[src/hw/rtl/trs_pkg.sv]
// ----------------------------------------------------------------------------
// trs_pkg
// Shared types and constants for the text row splitter: byte class limits,
// row width bounds and the layout of one row record.
// ----------------------------------------------------------------------------
package trs_pkg;

  // field widths of the stream items
  localparam int unsigned TEXT_W   = 8;
  localparam int unsigned WIDTH_W  = 7;
  localparam int unsigned START_W  = 8;
  localparam int unsigned LENGTH_W = 7;
  localparam int unsigned TOTAL_W  = 6;

  // packed payload widths, padded to whole bytes
  localparam int unsigned S_DATA_W = 8;
  localparam int unsigned M_DATA_W = 24;
  localparam int unsigned M_PAD_W  = M_DATA_W - START_W - LENGTH_W - TOTAL_W;

  // defaults for the top level parameters
  localparam int unsigned MAX_ROWS_DEF = 32;
  localparam int unsigned MAX_POS_DEF  = 255;

  // byte classes: below CTRL_LIMIT is a control byte, above ASCII_TOP a glyph lead
  localparam logic [TEXT_W-1:0] CTRL_LIMIT = 8'h20;
  localparam logic [TEXT_W-1:0] ASCII_TOP  = 8'h7F;

  // row width bounds and reset value
  localparam logic [WIDTH_W-1:0] WIDTH_MIN   = 7'd2;
  localparam logic [WIDTH_W-1:0] WIDTH_MAX   = 7'd64;
  localparam logic [WIDTH_W-1:0] WIDTH_RESET = 7'd20;

  // one row record as it leaves the block
  typedef struct packed {
    logic [TOTAL_W-1:0]  row_total;
    logic [LENGTH_W-1:0] row_length;
    logic [START_W-1:0]  row_start;
    logic                done_res;
  } row_rec_t;

endpackage

[src/hw/rtl/text_row_splitter_core.sv]
// ----------------------------------------------------------------------------
// text_row_splitter_core
// Splits a byte stream of text into display rows and emits one record per
// row (start position, byte count, running row total), with the final record
// of a text marked by tlast.
// ----------------------------------------------------------------------------
//
//   channel   | dir | payload
//   ----------+-----+-----------------------------------------------------
//   s_axis    | in  | tdata: text_byte; tlast: last_byte
//   m_axis    | out | tdata: row_start, row_length, row_total; tlast: done_res
//   cfg       | in  | cfg_wdata: row_width, written when cfg_we is high
//
// One byte is taken per cycle; its records are formed in the same cycle and
// held in a three-entry result buffer, so a byte that yields at most one
// record flows at one per cycle. A byte yielding more than one record holds
// the input while the buffer drains one record per cycle as long as m_tready
// is high. Synchronous reset clears the row state and the buffer and sets
// the row width to 20. A stall on m_axis stops input once the last buffered
// record is not being taken.
//
module text_row_splitter_core #(
  parameter int unsigned MAX_ROWS = trs_pkg::MAX_ROWS_DEF,
  parameter int unsigned MAX_POS  = trs_pkg::MAX_POS_DEF
) (
  input  logic                          clk,
  input  logic                          rst,
  // configuration
  input  logic                          cfg_we,
  input  logic [trs_pkg::WIDTH_W-1:0]   cfg_wdata,   // row_width
  // text input
  input  logic                          s_tvalid,
  output logic                          s_tready,
  input  logic [trs_pkg::S_DATA_W-1:0]  s_tdata,     // [7:0] text_byte
  input  logic                          s_tlast,     // last_byte
  // row records
  output logic                          m_tvalid,
  input  logic                          m_tready,
  output logic [trs_pkg::M_DATA_W-1:0]  m_tdata,     // [7:0] row_start,
                                                     // [14:8] row_length,
                                                     // [20:15] row_total
  output logic                          m_tlast      // done_res
);

  import trs_pkg::*;

  localparam int unsigned PW = $clog2(MAX_POS + 1);
  localparam int unsigned RW = $clog2(MAX_ROWS + 1);
  localparam logic [PW-1:0] POS_LIMIT = PW'(MAX_POS);
  localparam logic [RW-1:0] ROW_LIMIT = RW'(MAX_ROWS);

  // row state
  logic [WIDTH_W-1:0] row_width;
  logic [WIDTH_W-1:0] fill_count, fill_count_next;
  logic               fill_over, fill_over_next;   // true count is above 64
  logic [PW-1:0]      current_start, current_start_next;
  logic [PW-1:0]      byte_position, byte_position_next;
  logic [RW-1:0]      rows_done, rows_done_next;
  logic               skip_trail, skip_trail_next;

  // result buffer
  row_rec_t     rbuf [3];
  logic [1:0]   rbuf_cnt;
  logic [1:0]   rbuf_rd;

  // step signals
  logic               in_fire, out_fire;
  logic [TEXT_W-1:0]  text_byte;
  logic [WIDTH_W-1:0] width_eff;
  logic [WIDTH_W:0]   fill_sum;
  logic [PW-1:0]      start_sel;
  logic               straddle, row_full, close_now;
  logic               k0_vld, k1_vld, k2_vld, k3_vld;
  row_rec_t           k0_rec, k1_rec, k2_rec, k3_rec;
  row_rec_t           e0_rec, e1_rec, e2_rec;
  logic [1:0]         res_cnt;

  assign text_byte = s_tdata[TEXT_W-1:0];
  assign in_fire   = s_tvalid & s_tready;
  assign out_fire  = m_tvalid & m_tready;

  // clamp the configured width to 2..64
  always_comb begin
    if (row_width < WIDTH_MIN) begin
      width_eff = WIDTH_MIN;
    end else if (row_width > WIDTH_MAX) begin
      width_eff = WIDTH_MAX;
    end else begin
      width_eff = row_width;
    end
  end

  // per-byte row logic
  always_comb begin
    fill_count_next    = fill_count;
    fill_over_next     = fill_over;
    current_start_next = current_start;
    rows_done_next     = rows_done;
    skip_trail_next    = skip_trail;
    byte_position_next = (byte_position < POS_LIMIT) ? byte_position + 1'b1 : byte_position;
    start_sel          = current_start;
    straddle           = 1'b0;
    row_full           = 1'b0;
    close_now          = 1'b0;
    fill_sum           = '0;
    k0_vld             = 1'b0;
    k1_vld             = 1'b0;
    k0_rec             = '0;
    k1_rec             = '0;

    if (rows_done >= ROW_LIMIT) begin
      fill_count_next = '0;
      fill_over_next  = 1'b0;
    end else if (skip_trail) begin
      skip_trail_next = 1'b0;
    end else if (text_byte < CTRL_LIMIT) begin
      // control byte closes a non-empty row
      if (fill_over || fill_count != '0) begin
        k0_vld          = 1'b1;
        k0_rec          = '{row_total: TOTAL_W'(rows_done + 1'b1), row_length: fill_count,
                            row_start: START_W'(current_start), done_res: 1'b0};
        rows_done_next  = rows_done + 1'b1;
        fill_count_next = '0;
        fill_over_next  = 1'b0;
      end
    end else begin
      if (!fill_over && fill_count == '0) begin
        start_sel = byte_position;
      end
      current_start_next = start_sel;
      if (text_byte > ASCII_TOP) begin
        // glyph lead: close the row first if the glyph would straddle it
        straddle = !fill_over && (fill_count == width_eff - 1'b1);
        if (straddle) begin
          k0_vld             = 1'b1;
          k0_rec             = '{row_total: TOTAL_W'(rows_done + 1'b1), row_length: fill_count,
                                 row_start: START_W'(start_sel), done_res: 1'b0};
          rows_done_next     = rows_done + 1'b1;
          current_start_next = byte_position;
          row_full           = (rows_done_next >= ROW_LIMIT);
          fill_count_next    = '0;
          fill_over_next     = 1'b0;
        end
        if (!row_full) begin
          fill_sum        = {1'b0, fill_count_next} + (WIDTH_W+1)'(2);
          fill_count_next = fill_sum[WIDTH_W-1:0];
          fill_over_next  = fill_over_next | (fill_sum > {1'b0, WIDTH_MAX});
          skip_trail_next = 1'b1;
          close_now       = !fill_over_next && (fill_count_next == width_eff);
        end
      end else begin
        fill_sum        = {1'b0, fill_count} + (WIDTH_W+1)'(1);
        fill_count_next = fill_sum[WIDTH_W-1:0];
        fill_over_next  = fill_over | (fill_sum > {1'b0, WIDTH_MAX});
        close_now       = !fill_over_next && (fill_count_next == width_eff);
      end
      // row exactly full
      if (close_now) begin
        if (straddle) begin
          k1_vld = 1'b1;
          k1_rec = '{row_total: TOTAL_W'(rows_done_next + 1'b1), row_length: fill_count_next,
                     row_start: START_W'(current_start_next), done_res: 1'b0};
        end else begin
          k0_vld = 1'b1;
          k0_rec = '{row_total: TOTAL_W'(rows_done_next + 1'b1), row_length: fill_count_next,
                     row_start: START_W'(current_start_next), done_res: 1'b0};
        end
        rows_done_next  = rows_done_next + 1'b1;
        fill_count_next = '0;
        fill_over_next  = 1'b0;
      end
    end

    // end of text: flush the partial row, or give a done-only record
    k2_vld = s_tlast && (fill_over_next || fill_count_next != '0) && (rows_done_next < ROW_LIMIT);
    k2_rec = '{row_total: TOTAL_W'(rows_done_next + 1'b1), row_length: fill_count_next,
               row_start: START_W'(current_start_next), done_res: 1'b0};
    k3_vld = s_tlast && !k0_vld && !k1_vld && !k2_vld;
    k3_rec = '{row_total: TOTAL_W'(rows_done_next), row_length: '0,
               row_start: '0, done_res: 1'b0};
    if (s_tlast) begin
      fill_count_next    = '0;
      fill_over_next     = 1'b0;
      current_start_next = '0;
      byte_position_next = '0;
      rows_done_next     = '0;
      skip_trail_next    = 1'b0;
    end
  end

  // pack the records of this byte in order, done on the final one
  always_comb begin
    res_cnt = 2'(k0_vld) + 2'(k1_vld) + 2'(k2_vld) + 2'(k3_vld);
    e0_rec  = k0_vld ? k0_rec : (k2_vld ? k2_rec : k3_rec);
    e1_rec  = k1_vld ? k1_rec : k2_rec;
    e2_rec  = k2_rec;
    e0_rec.done_res = s_tlast && (res_cnt == 2'd1);
    e1_rec.done_res = s_tlast && (res_cnt == 2'd2);
    e2_rec.done_res = s_tlast && (res_cnt == 2'd3);
  end

  // input is taken once the buffer holds at most the record now leaving
  assign s_tready = (rbuf_cnt == 2'd0) || (rbuf_cnt == 2'd1 && m_tready);

  // configuration register
  always_ff @(posedge clk) begin
    if (rst) begin
      row_width <= WIDTH_RESET;
    end else if (cfg_we) begin
      row_width <= cfg_wdata;
    end
  end

  // row state registers
  always_ff @(posedge clk) begin
    if (rst) begin
      fill_count    <= '0;
      fill_over     <= 1'b0;
      current_start <= '0;
      byte_position <= '0;
      rows_done     <= '0;
      skip_trail    <= 1'b0;
    end else if (in_fire) begin
      fill_count    <= fill_count_next;
      fill_over     <= fill_over_next;
      current_start <= current_start_next;
      byte_position <= byte_position_next;
      rows_done     <= rows_done_next;
      skip_trail    <= skip_trail_next;
    end
  end

  // result buffer control
  always_ff @(posedge clk) begin
    if (rst) begin
      rbuf_cnt <= '0;
      rbuf_rd  <= '0;
    end else if (in_fire) begin
      rbuf_cnt <= res_cnt;
      rbuf_rd  <= '0;
    end else if (out_fire) begin
      rbuf_cnt <= rbuf_cnt - 1'b1;
      rbuf_rd  <= rbuf_rd + 1'b1;
    end
  end

  // result buffer payload
  always_ff @(posedge clk) begin
    if (in_fire) begin
      rbuf[0] <= e0_rec;
      rbuf[1] <= e1_rec;
      rbuf[2] <= e2_rec;
    end
  end

  // output transaction
  assign m_tvalid = (rbuf_cnt != 2'd0);
  assign m_tdata  = {{M_PAD_W{1'b0}}, rbuf[rbuf_rd].row_total,
                     rbuf[rbuf_rd].row_length, rbuf[rbuf_rd].row_start};
  assign m_tlast  = rbuf[rbuf_rd].done_res;

`ifndef ASSERT_OFF
  // read pointer never runs past the buffered records
  a_rbuf_bound: assert property (@(posedge clk) disable iff (rst)
    (3'(rbuf_rd) + 3'(rbuf_cnt)) <= 3'd3)
    else $error("result buffer pointer out of range");

  // input is only taken when at most one record is pending
  a_ready_cnt: assert property (@(posedge clk) disable iff (rst)
    s_tready |-> (rbuf_cnt <= 2'd1))
    else $error("input taken with records pending");

  // the final byte of a text always yields a record
  a_last_result: assert property (@(posedge clk) disable iff (rst)
    (s_tvalid && s_tready && s_tlast) |=> m_tvalid)
    else $error("no record after final byte");

  // the done record is the last one in the buffer
  a_done_last: assert property (@(posedge clk) disable iff (rst)
    (m_tvalid && m_tlast) |-> (rbuf_cnt == 2'd1))
    else $error("done record not last");
`endif

endmodule
[config.mk]
export PLATFORM = sky130hd
export DESIGN_NAME = text_row_splitter_core
export DESIGN_NICKNAME = d
export VERILOG_FILES = /design/src/hw/rtl/trs_pkg.sv /design/src/hw/rtl/text_row_splitter_core.sv
export SDC_FILE = /design/constraint.sdc
export NUM_CORES = 1
export LEC_CHECK = 0
export ABC_AREA = 1
export ABC_CLOCK_PERIOD_IN_PS = 6750
export BUFFER_PORTS_ARGS = -buffer_cell sky130_fd_sc_hd__buf_2
export CAP_MARGIN = 20
export CORE_ASPECT_RATIO = 0.5
export CORE_MARGIN = 5
export CORE_UTILIZATION = 42
export DETAILED_ROUTE_END_ITERATION = 7
export GPL_TIMING_DRIVEN = 0
export PLACE_DENSITY_LB_ADDON = 0.2
export SLEW_MARGIN = 15
export SYNTH_ARGS = -nofsm -noshare
export SYNTH_HDL_FRONTEND = slang
export SYNTH_SLANG_ARGS = --single-unit
[constraint.sdc]
create_clock -name clk -period 6.75 [get_ports clk]
set_input_delay 1.35 -clock clk [delete_from_list [all_inputs] [get_ports clk]]
set_output_delay 1.35 -clock clk [all_outputs]
set_load 0.005 [all_outputs]
==> flow_results.org, run 1 <==
** Outcome
- The flow ran to the end, but the final reports show violations.
- The checks that failed: design-rule violations.

** Final layout
- Number of nets at the end of the flow :: 1049
- In the final layout, the share of cells above drive strength 1 is 0.134.
- Leaving out fill and tap cells, the most frequent cell in the layout is nand2_1.
- Once layout is complete, the cells apart from fillers number 1244.
- The top cell types in the final layout, fill and taps aside, are nand2_1 (212), inv_1 (111), a21oi_1 (75), o21ai_0 (74), nor2_1 (72).
- Layout overhead on the synthesized area :: 11.3%
- N_diodes :: 0
- At the end of the flow the core is filled with cells to 0.483.

** Critical path
- For this design, the slowest cell found on the critical path is fa_1.
- The critical path is of the flip-flop to flip-flop type.
- Cell mode on critical path :: nand2_1
- Crit path arrival time :: 6.14 ns
- Type of element launching the critical path :: flip-flop
- Reg2Reg Depth :: 38
- In this run the worst path has a maximum fanout of 10.
- Stage delay of the slowest cell on the critical path :: 0.41 ns
- The worst setup path is captured at a flip-flop.
- Data on the critical path is required at its endpoint by 6.95 ns.

** Detailed routing
- Routed wire length :: 22600 um
- Mean number of vias per cell :: 5.50
- WL met1 :: 11200 um
- Routed Antenna Nets :: 0
- In the routed design, unresolved DRC markers number 2.
- After the first detailed-routing iteration, the DRC count stood at 938.
- Total met3 wirelength after detailed routing :: 2010 um
- Pre-Repair DR Iteration Count :: 7
- Uppermost layer routed :: met4
- Across all layers, the routed design uses 6845 vias.
- Summed over all nets, wire length on met2 after detailed routing comes to 9160 um.
- Final routed wire length divided by cell count :: 18.2 um

** Floorplan
- The floorplan step set the die width to 195 um.
- 48 I/O pins were placed.
- Initial core utilization :: 0.434
- The total area inside the core boundary comes to 16600 um2.
- In this run the vertical extent of the chip is 102 um.
- The die covers 20000 um2.
- The floorplan has 33 rows.

** Placement
- Once detailed placement completed, the half-perimeter wirelength came to 17000 um.
- Including well taps, the total number of placed cells is 1229.
- Final GP Congestion :: 0.957
- During placement, the flow inserted port buffers numbering 38.

** Timing
- Setup total negative slack on the finished layout was measured at 0 ns.
- Post-Route Skew :: 0.00949 ns
- The clock period could shrink to 5.94 ns.
- The number of max-slew violations in the final report is 0.
- Setup repair after global routing left no endpoint under its margin.
- Of the available clock period, the critical path in the final layout requires 0.880.
- Top achievable clock speed :: 168 MHz
- Headroom to the max-slew limit came out at 0.443.
- Final count of hold timing violations :: 0
- Setup violations remaining at the end of the flow were counted as 0.
- The tightest hold path in the finished design has a slack of 0.507 ns.
- Tightest Pin Transition :: 0.827 ns

** CTS
- The longest clock path from root to sink contains 2 buffers.
- Later-pin clock latency in the skew report :: 0.35 ns
- The number of hold buffers added after CTS was 0.
- The number of setup buffers added after CTS is 0.
- CTS tree :: yes
- Gates resized during post-CTS repair numbered 0.
- The H-tree generated during clock tree synthesis spans 3 levels.
- Inserted Clock Buffers :: 9
- CTS placed an instance of clkbuf_16 at the clock tree root.
- CTS saw 110 sinks.
- After clock tree synthesis, the clock-pin slew on the worst setup and hold paths is 0.08 ns.

** Global routing
- Antenna violations before repair :: 0
- The via count of the first global-routing pass is 6255.
- After global routing the overflow that remains totals 0.
- The first global-routing pass estimated 35200 um of wire.
- Entering global routing, the biggest net connects 69 pins.
- Total routing resource utilization after global routing :: 0.227

** Logic synthesis
- Fraction of synthesis flops using an asynchronous set or reset pin :: 0
- In this run the cell area of the synthesized design comes to 7180 um2.
- During synthesis, Yosys emitted a total of 0 warnings.
- Counting flops with a built-in enable in the synthesized netlist gives 66.
- After synthesis the netlist holds a flip-flop and latch count of 110.
- After technology mapping, the gate count stands at 961.
- For this run, the leading register cell type out of synthesis is edfxtp_1.
- Of the synthesized area, sequential elements account for 0.399.
- After synthesis, the netlist uses 53 different library cells.
- Averaged over all synthesized cells, the footprint is 7.47 um2.

** Hold path
- Counting instances, the worst hold path has a depth of 2.
- Class of the tightest hold or removal check :: flip-flop to flip-flop

** Pwr
- Power per cell area :: 245 nW/um2
- The analysis attributes to cell leakage a power of 3.48 nW.
- Across the VDD grid, the largest voltage drop is 0.122 mV.

** Job
- Number of maximum-capacitance violations :: 0
-- state kept, by name (all words and copies together) (netlist names), named ones only --
signal / count
byte_position: 8
rows_done: 6
row_width: 7
fill_count: 7
fill_over: 1
current_start: 8
rbuf_cnt: 2
rbuf_rd: 2
rbuf: 66
skip_trail: 1
-- worst paths after layout --
kind                      from      endpoint  slack (ns)
setup / recovery  row_width[6]    rbuf[0][0]        0.81
hold / removal    row_width[2]  row_width[2]        0.51
setup reg to reg  row_width[6]    rbuf[0][0]        0.81
hold reg to reg   row_width[2]  row_width[2]        0.51
-- cells in the mapped netlist (2+ instances only) --
cell	instances	area [um2]
nand2_1	212	796
inv_1	112	420
a21oi_1	75	375
o21ai_0	74	370
nor2_1	72	270
edfxtp_1	66	1980
nand3_1	65	325
dfxtp_1	44	881
clkbuf_1	26	97.6
nand4_1	18	113
o22ai_1	16	100
nand3_2	15	150
ha_1	14	175
nand2_2	13	81.3
nor3_1	13	65.1
o211ai_1	13	97.6
xor2_1	13	114
o21ai_2	10	87.6
o21ai_1	9	45.0
buf_2	8	40.0
a211oi_1	7	52.6
inv_2	6	22.5
nor2_2	5	31.3
xnor2_1	5	43.8
buf_4	4	30.0
nor2_4	4	45.0
nor3b_1	4	30.0
buf_6	3	33.8
clkinv_1	3	11.3
nand2_4	3	33.8
o21a_1	3	22.5
a22oi_1	2	15.0
nand3b_1	2	15.0
o32ai_1	2	17.5
or2_2	2	12.5
-- worst max-delay path, delay by kind of cell (launching register included) --
family | cells | cell delay (ns)
XOR/XNOR | 3 | 0.59
flip-flops | 1 | 0.40
AO/OA/AOI/OAI | 2 | 0.15
adder cells (fa/ha/maj) | 4 | 1.24
buffers and inverters | 5 | 0.49
AND/OR/NAND/NOR | 24 | 2.95
-- area by class of cell --
class	count	area (um2)
flip-flops and latches	110	2860
clock buffers	9	225
well taps	227	284
inverters	123	468
multi-input cells	687	3640
plain buffers	43	221
clock inverters	6	76.3
fillers	1706	8560
repair buffers	39	218
-- cells by family after synthesis --
kind of cell,after synthesis,share of synthesized area
compound gates,216,0.171
simple gates,434,0.283
xor+xnor,19,0.0242
other cells,1,0.000522
fa+ha+maj,15,0.0272
buf+inv,166,0.0957
flops,110,0.399
-- per-layer routing --
layer | vias to the layer above | GRT usage
li1 | 3337 | -
met1 | 3214 | 0.339
met2 | 265 | 0.326
met3 | 29 | 0.0629
met4 | 0 | 0.0493
met5 | - | 0
-- power breakdown --
group	total, mW	internal [mW]	switching [mW]
registers	0.864	0.831	0.0328
logic	0.532	0.167	0.365
clock network	0.565	0.293	0.272
-- metrics by stage --
step / power [mW] / setup WS (ns) / area, um2
5_1_grt: 2.07 / 0.374 / 7990
4_1_cts: 1.97 / 0.864 / 7990
6_report: 1.96 / 0.809 / 7990
2_1_floorplan: 1.22 / 1.80 / 7190
3_5_place_dp: 1.40 / 0.896 / 7690
3_3_place_gp: 1.39 / 0.920 / 7660
Note: power is estimated with default switching activity, not from simulation.
==> run 2, diff against run 1 <==
--- a/config.mk
+++ b/config.mk
@@ -9,9 +9,11 @@
 export ABC_CLOCK_PERIOD_IN_PS = 6750
 export BUFFER_PORTS_ARGS = -buffer_cell sky130_fd_sc_hd__buf_2
 export CAP_MARGIN = 20
+export CELL_PAD_IN_SITES_DETAIL_PLACEMENT = 1
+export CELL_PAD_IN_SITES_GLOBAL_PLACEMENT = 2
 export CORE_ASPECT_RATIO = 0.5
 export CORE_MARGIN = 5
-export CORE_UTILIZATION = 42
+export CORE_UTILIZATION = 36
 export DETAILED_ROUTE_END_ITERATION = 7
 export GPL_TIMING_DRIVEN = 0
 export PLACE_DENSITY_LB_ADDON = 0.2
==> run 2 against run 1 <==
Net effect:
- the run now ends clean
- critical path depth decreased by 1
- clock skew rose by 0.0066 ns
- register-to-register slack worse by 0.14 ns
- maximum frequency shrank 2.3%
- worst hold slack got worse by 0.012 ns
- first-iteration DRC count shrank 46%
==> flow_results.org, run 2 (synthesis results as in run 1) <==
** Timing
- Once routing completed, OpenROAD measured the worst setup slack at 0.667 ns.
- Post-Route Skew :: 0.0161 ns
- Setup total negative slack on the finished layout was measured at 0 ns.
- Top achievable clock speed :: 164 MHz
- The worst pin sits at a relative slew slack of 0.484.
- Final Hold Slack :: 0.495 ns
- Shortest period the worst path allows :: 6.08 ns
- Final setup violation count :: 0
- The number of max-slew violations in the final report came to 0.
- Setup repair after global routing left no endpoint under its margin.
- Tightest Pin Transition :: 0.774 ns
- Period utilisation layout :: 0.901
- Final count of hold timing violations :: 0

** CTS
- CTS built an H-tree with a depth of 3.
- The number of clock buffers added by TritonCTS is 9.
- TritonCTS Sinks :: 110
- After clock tree synthesis, the flow added hold-fix buffers numbering 0.
- The later pin in the worst-skew pair is clocked with a latency of 0.37 ns.
- Post-CTS repair changed the size of 0 cells.
- In this run the deepest clock path goes through 2 buffers.
- The root buffer cell chosen for the clock tree is clkbuf_16.
- Clock-pin slew on the worst setup and hold paths :: 0.07 ns
- The number of setup buffers added after CTS is 0.
- CTS tree :: yes

** Global routing
- First-pass GRT wire length :: 40500 um
- Entering global routing, the biggest net connects 69 pins.
- Number of global-route vias before repair :: 6828
- Total routing resource utilization after global routing :: 0.231
- Gr ovfl total :: 0
- Antenna violations before repair :: 0

** Placement
- After detailed placement, the total cell area comes to 7740 um2.
- Setup WS pre-CTS :: 0.637 ns
- Summed over all nets, the half-perimeter wirelength after detailed placement is 20000 um.
- Buffers added on ports :: 38
- Cell count after placement :: 1268
- Final GP Congestion :: 0.877

** Final layout
- The register with the most flip-flops in the layout has 66 of them.
- Leaving out fill and tap cells, the most frequent cell in the layout is nand2_1.
- Summing all multi-input logic gate instances after layout gives 3640 um2.
- Counting the fill cells in the layout gives 2484.
- Top reg by flops :: rbuf
- Fraction of final layout cells with drive strength greater than 1 :: 0.135
- Across the whole layout, storage elements account for 2860 um2.
- Layout overhead on the synthesized area :: 11.8%
- Number of nets at the end of the flow :: 1049
- In the layout the commonest cells are nand2_1 (212), inv_1 (111), a21oi_1 (75), o21ai_0 (74), nor2_1 (72).
- Filler-free cell count of the finished design :: 1284
- Design Area, Final :: 8030 um2
- Biggest registers after layout :: rbuf: 66 flops, byte_position: 8 flops, current_start: 8 flops
- 0 antenna diodes ended up in the layout.

** Detailed routing
- The final route contains 6906 vias.
- In this run, the number of DRC markers left after iteration 0 of detailed routing was 504.
- The count of nets left with antenna violations once routing finished came out at 0.
- For this run, design rule violations remaining after detail routing come to 0.
- After detailed routing, the number of vias per cell comes to 5.38.
- Wires add up to 26000 um.
- Dividing the detail-routed wire length by the instance count gives 20.2 um.
- For this run, the detailed router's first-pass iteration total came to 5.

** Critical path
- The worst setup path is launched from a flip-flop.
- The slowest stage of the critical path is the dfxtp_1 cell.
- Beginning of the worst register-to-register path :: row_width[6]
- Stage delay of the slowest cell on the critical path :: 0.51 ns
- Along the worst path, the maximum fanout reaches 10.
- In this design, the critical path's most frequently occurring cell is nand2_1.
- Reg-to-reg slack, setup :: 0.67 ns
- Data required time at the worst endpoint :: 6.85 ns
- Crit end category :: flip-flop
- Data on the critical path arrives at its endpoint at 6.18 ns.
- Worst reg2reg path endpoint :: rbuf[2][0]
- The worst setup path is of the flip-flop to flip-flop kind.
- Reg2Reg Depth :: 37

** Floorplan
- During I/O placement, the number of pins put on the boundary was 48.
- From bottom edge to top edge, the die measures 110 um.
- After floorplanning, the core was divided into 36 placement rows.
- Initial core utilization :: 0.367
- Die area :: 23000 um2
- Core Footprint :: 19500 um2
- The die is 210 um wide.

** Outcome
- Run status :: finished clean

** Pwr
- Worst supply voltage drop on vdd :: 0.116 mV
- Leakage :: 3.48 nW
- In this run the power density over the cells is 244 nW/um2.

** Hold path
- For hold timing, the worst endpoint is row_width[0].
- The path class of the tightest hold or removal check is flip-flop to flip-flop.
- Cell count of the worst hold path :: 2
- Startpoint of the lowest-slack hold path :: row_width[0]

** Job
- Max-cap violations in this run came to 0.
run 2: per-layer routing:
metal	part of all wire	global-route usage
met1	0.53	0.346
met2	0.41	0.350
met3	0.058	0.0459
met4	0.0072	0.0377
met5	0	0
run 2: stage by stage:
| step | power [mW] | utilization |
|---|---|---|
| after global routing | 2.07 | 0.411 |
| after global placement | 1.41 | 0.394 |
| after floorplan | 1.22 | - |
| after detailed placement | 1.43 | 0.396 |
| after CTS | 1.97 | 0.411 |
| final | 1.96 | 0.411 |
run 2: layout make-up:
class                   count  area share
repair buffers             39      0.0271
clock buffers               9      0.0281
plain buffers              43      0.0276
flip-flops and latches    110       0.357
multi-input cells         687       0.453
well taps                 266      0.0415
inverters                 123      0.0583
clock inverters             7     0.00764
run 2: worst max path at each step:
stage / start / endpoint / slack, ns / cells past startpoint
global placement: row_width[6] / rbuf[1][0] / 0.71 / 37
CTS: row_width[6] / rbuf[2][0] / 0.62 / 37
global route: row_width[6] / rbuf[0][0] / 0.20 / 38
finish: row_width[6] / rbuf[2][0] / 0.67 / 37
detailed placement: row_width[6] / rbuf[2][0] / 0.64 / 37
floorplan: row_width[4] / rbuf[1][0] / 1.80 / 39
run 2: worst max-delay path, delay by kind of cell (launching register included):
kind            cells  cell delay (ns)
simple gates       22             2.64
fa+ha+maj           4             1.19
buf+inv             6             0.66
xor+xnor            3             0.63
flops               1             0.51
compound gates      2             0.15
run 2: power by group:
| group | total (mW) | switching [mW] | internal, mW |
|---|---|---|---|
| clock | 0.544 | 0.285 | 0.259 |
| sequential | 0.867 | 0.0355 | 0.832 |
| combinational | 0.551 | 0.383 | 0.168 |
==> run 3, diff against run 2 <==
--- a/config.mk
+++ b/config.mk
@@ -16,6 +16,7 @@
 export CORE_UTILIZATION = 36
 export DETAILED_ROUTE_END_ITERATION = 7
 export GPL_TIMING_DRIVEN = 0
+export MAX_ROUTING_LAYER = met4
 export PLACE_DENSITY_LB_ADDON = 0.2
 export SLEW_MARGIN = 15
 export SYNTH_ARGS = -nofsm -noshare
==> run 3 against run 2 <==
Net effect:
- clock power grew 5.9%
- combinational power about the same
- first-iteration DRC count increased by 0.40%
- largest cell class unchanged
==> flow_results.org, run 3 (synthesis results as in run 1) <==
** Outcome
- The run finished with clean final reports.

** Pwr
- Of the total power, the share spent switching nets is 0.351.
- In this run the power density over the cells is 248 nW/um2.
- Cell internal power was estimated by the tool at 1.30 mW.
- Worst supply voltage drop on vdd :: 0.131 mV
- The share of total power dissipated in combinational logic is 0.277.
- In this run the power spent charging and discharging nets is 0.700 mW.
- Leakage :: 3.49 nW
- The share of total power dissipated in the clock network is 0.289.
- The share of total power dissipated in sequential elements is 0.434.

** Timing
- Shortest period the worst path allows :: 6.24 ns
- Tightest Pin Transition :: 0.970 ns
- Setup violations remaining at the end of the flow were counted as 0.
- The number of max-slew violations in the final report is 0.
- Setup TNS Final :: 0 ns
- The number of hold violations in the final report came to 0.
- Of the available clock period, the critical path in the final layout requires 0.925.
- For the final database, setup skew stands at 0.0113 ns.
- Setup repair after global routing missed its margin :: false
- Once routing completed, OpenROAD measured the worst setup slack at 0.507 ns.
- Worst-case headroom to the max-slew limit :: 0.347
- Top achievable clock speed :: 160 MHz

** Final layout
- The register with the most flip-flops in the final layout is rbuf.
- Highest-count cells in the layout ignoring fill and taps :: nand2_1 (212), inv_1 (111), a21oi_1 (75), o21ai_0 (74), nor2_1 (72)
- Most common library cell in the layout ignoring fill and taps :: nand2_1
- Multi-input combinational cell area :: 3640 um2
- The number of antenna diodes in the final layout is 0.
- Biggest registers after layout :: rbuf: 66 flops, byte_position: 8 flops, current_start: 8 flops
- Compared with the post-synthesis result, the final layout area differs by 12.1%.
- Number of nets at the end of the flow :: 1049
- Sequential Area :: 2860 um2
- Largest register FFs :: 66
- Counting the fill cells in the layout gives 2471.
- In the final layout, the share of cells above drive strength 1 is 0.134.

** Job
- Number of maximum-capacitance violations :: 0

** Detailed routing
- Mean number of vias per cell :: 5.43
- After detailed routing, the number of remaining DRC violations is 0.
- DRC marker count from the first detailed-route iteration :: 506
- Via count :: 6967
- The count of nets left with antenna violations once routing finished came out at 0.
- Routed wire length :: 26000 um
- Pre-Repair DR Iteration Count :: 5
- After detailed routing, the average wire length per cell comes to 20.2 um.

** Placement
- Setup WS pre-CTS :: 0.621 ns
- Dpl hpwl :: 19900 um
- Routability-driven placement finished with a final weighted congestion of 0.941.
- Buffers added on ports :: 38

** CTS
- Setup Buffers After CTS :: 0
- Clock-pin slew on the worst setup and hold paths :: 0.08 ns
- Count of H-tree levels built during CTS :: 3
- Later-pin clock latency in the skew report :: 0.36 ns
- No sink is reached through more buffers than the 2 on the longest clock path.
- Root Driver :: clkbuf_16
- Post-cts hold buffer count :: 0
- Inserted Clock Buffers :: 9
- Resized cells post-CTS :: 0
- TritonCTS built the clock tree.
- Counting every sink on the clock net gives 110.

** Floorplan
- The die is 210 um wide.
- The die covers 23000 um2.
- Initial core utilization :: 0.367
- The total area inside the core boundary comes to 19500 um2.
- 48 I/O pins were placed.
- Die boundary height :: 110 um
- After floorplanning, the core was divided into 36 placement rows.

** Critical path
- Crit path arrival time :: 6.34 ns
- Data required time at the worst endpoint :: 6.85 ns
- Stage delay of the slowest cell on the critical path :: 0.76 ns
- STA classifies the critical path endpoint as a flip-flop.
- Beginning of the worst register-to-register path :: row_width[6]
- Cell mode on critical path :: nand2_1
- The most critical setup path has its startpoint at row_width[6].
- The critical path is of the flip-flop to flip-flop type.
- Type of element launching the critical path :: flip-flop
- Maximum fanout encountered on the critical timing path :: 10
- Master of the slowest instance on the critical path :: o21ai_0

** Hold path
- Class of the tightest hold or removal check :: flip-flop to flip-flop
- In this run the most critical hold path is launched from row_width[0].

** Global routing
- The via count of the first global-routing pass came to 6675.
- Gr ovfl total :: 0
- The initial antenna violation count is 0.
- The first global-routing pass estimated 40000 um of wire.
- Largest net degree at the start of global routing :: 69
- For this run, the total global-route usage over all layers was measured as 0.235.
[run 3: cell count changes in the layout (fill, tap and decap cells not counted), sizes merged]
cell	change
bufinv	+1
clkbuf	+1
clkinv	-2
clkinvlp	+1
inv	-1
[run 3: final timing paths]
kind / to / slack (ns) / cells after the start
worst max-delay path: rbuf[1][0] / 0.51 / 29
worst min register to register: row_width[0] / 0.50 / 2
worst max register to register: rbuf[1][0] / 0.51 / 29
worst min-delay path: row_width[0] / 0.50 / 2
[run 3: worst max-delay path, delay by kind of cell (launching register included)]
family / cells / cell delay, ns
compound gates: 2 / 0.83
xor+xnor: 3 / 0.60
simple gates: 14 / 1.88
buf+inv: 6 / 0.91
fa+ha+maj: 4 / 1.26
flops: 1 / 0.51
[run 3: layout make-up]
type / count / share of cell area
timing repair buffer: 39 / 0.0270
clock inverter: 6 / 0.0101
tap: 266 / 0.0413
clock buffer: 10 / 0.0284
buffer: 43 / 0.0275
sequential: 110 / 0.356
inverter: 123 / 0.0581
multi-input combinational: 687 / 0.452
[run 3: power by group through the flow]
stage	clock network, mW	logic (mW)	registers (mW)
CTS	0.584	0.551	0.867
floorplan	0	0.341	0.874
finish	0.576	0.553	0.867
global route	0.612	0.610	0.874
detailed placement	0	0.548	0.882
global placement	0	0.526	0.885
[run 3: stage by stage]
step | std cells | power (mW) | hold slack, ns | instance area (um2) | utilization
3_5_place_dp | 1268 | 1.43 | 0.479 | 7740 | 0.396
3_3_place_gp | 1267 | 1.41 | 0.484 | 7710 | 0.394
5_1_grt | 1284 | 2.10 | 0.519 | 8050 | 0.412
2_1_floorplan | 963 | 1.22 | 0.450 | 7190 | -
4_1_cts | 1284 | 2.00 | 0.496 | 8050 | 0.412
6_report | 1284 | 2.00 | 0.495 | 8050 | 0.412
[run 3: layer usage]
metal / global-route usage / vias to the layer above / share of wire
met5: - / - / 0
met4: 0.0326 / 0 / 0.0065
met3: 0.0445 / 15 / 0.066
met2: 0.333 / 184 / 0.41
met1: 0.353 / 3420 / 0.52
li1: - / 3348 / -
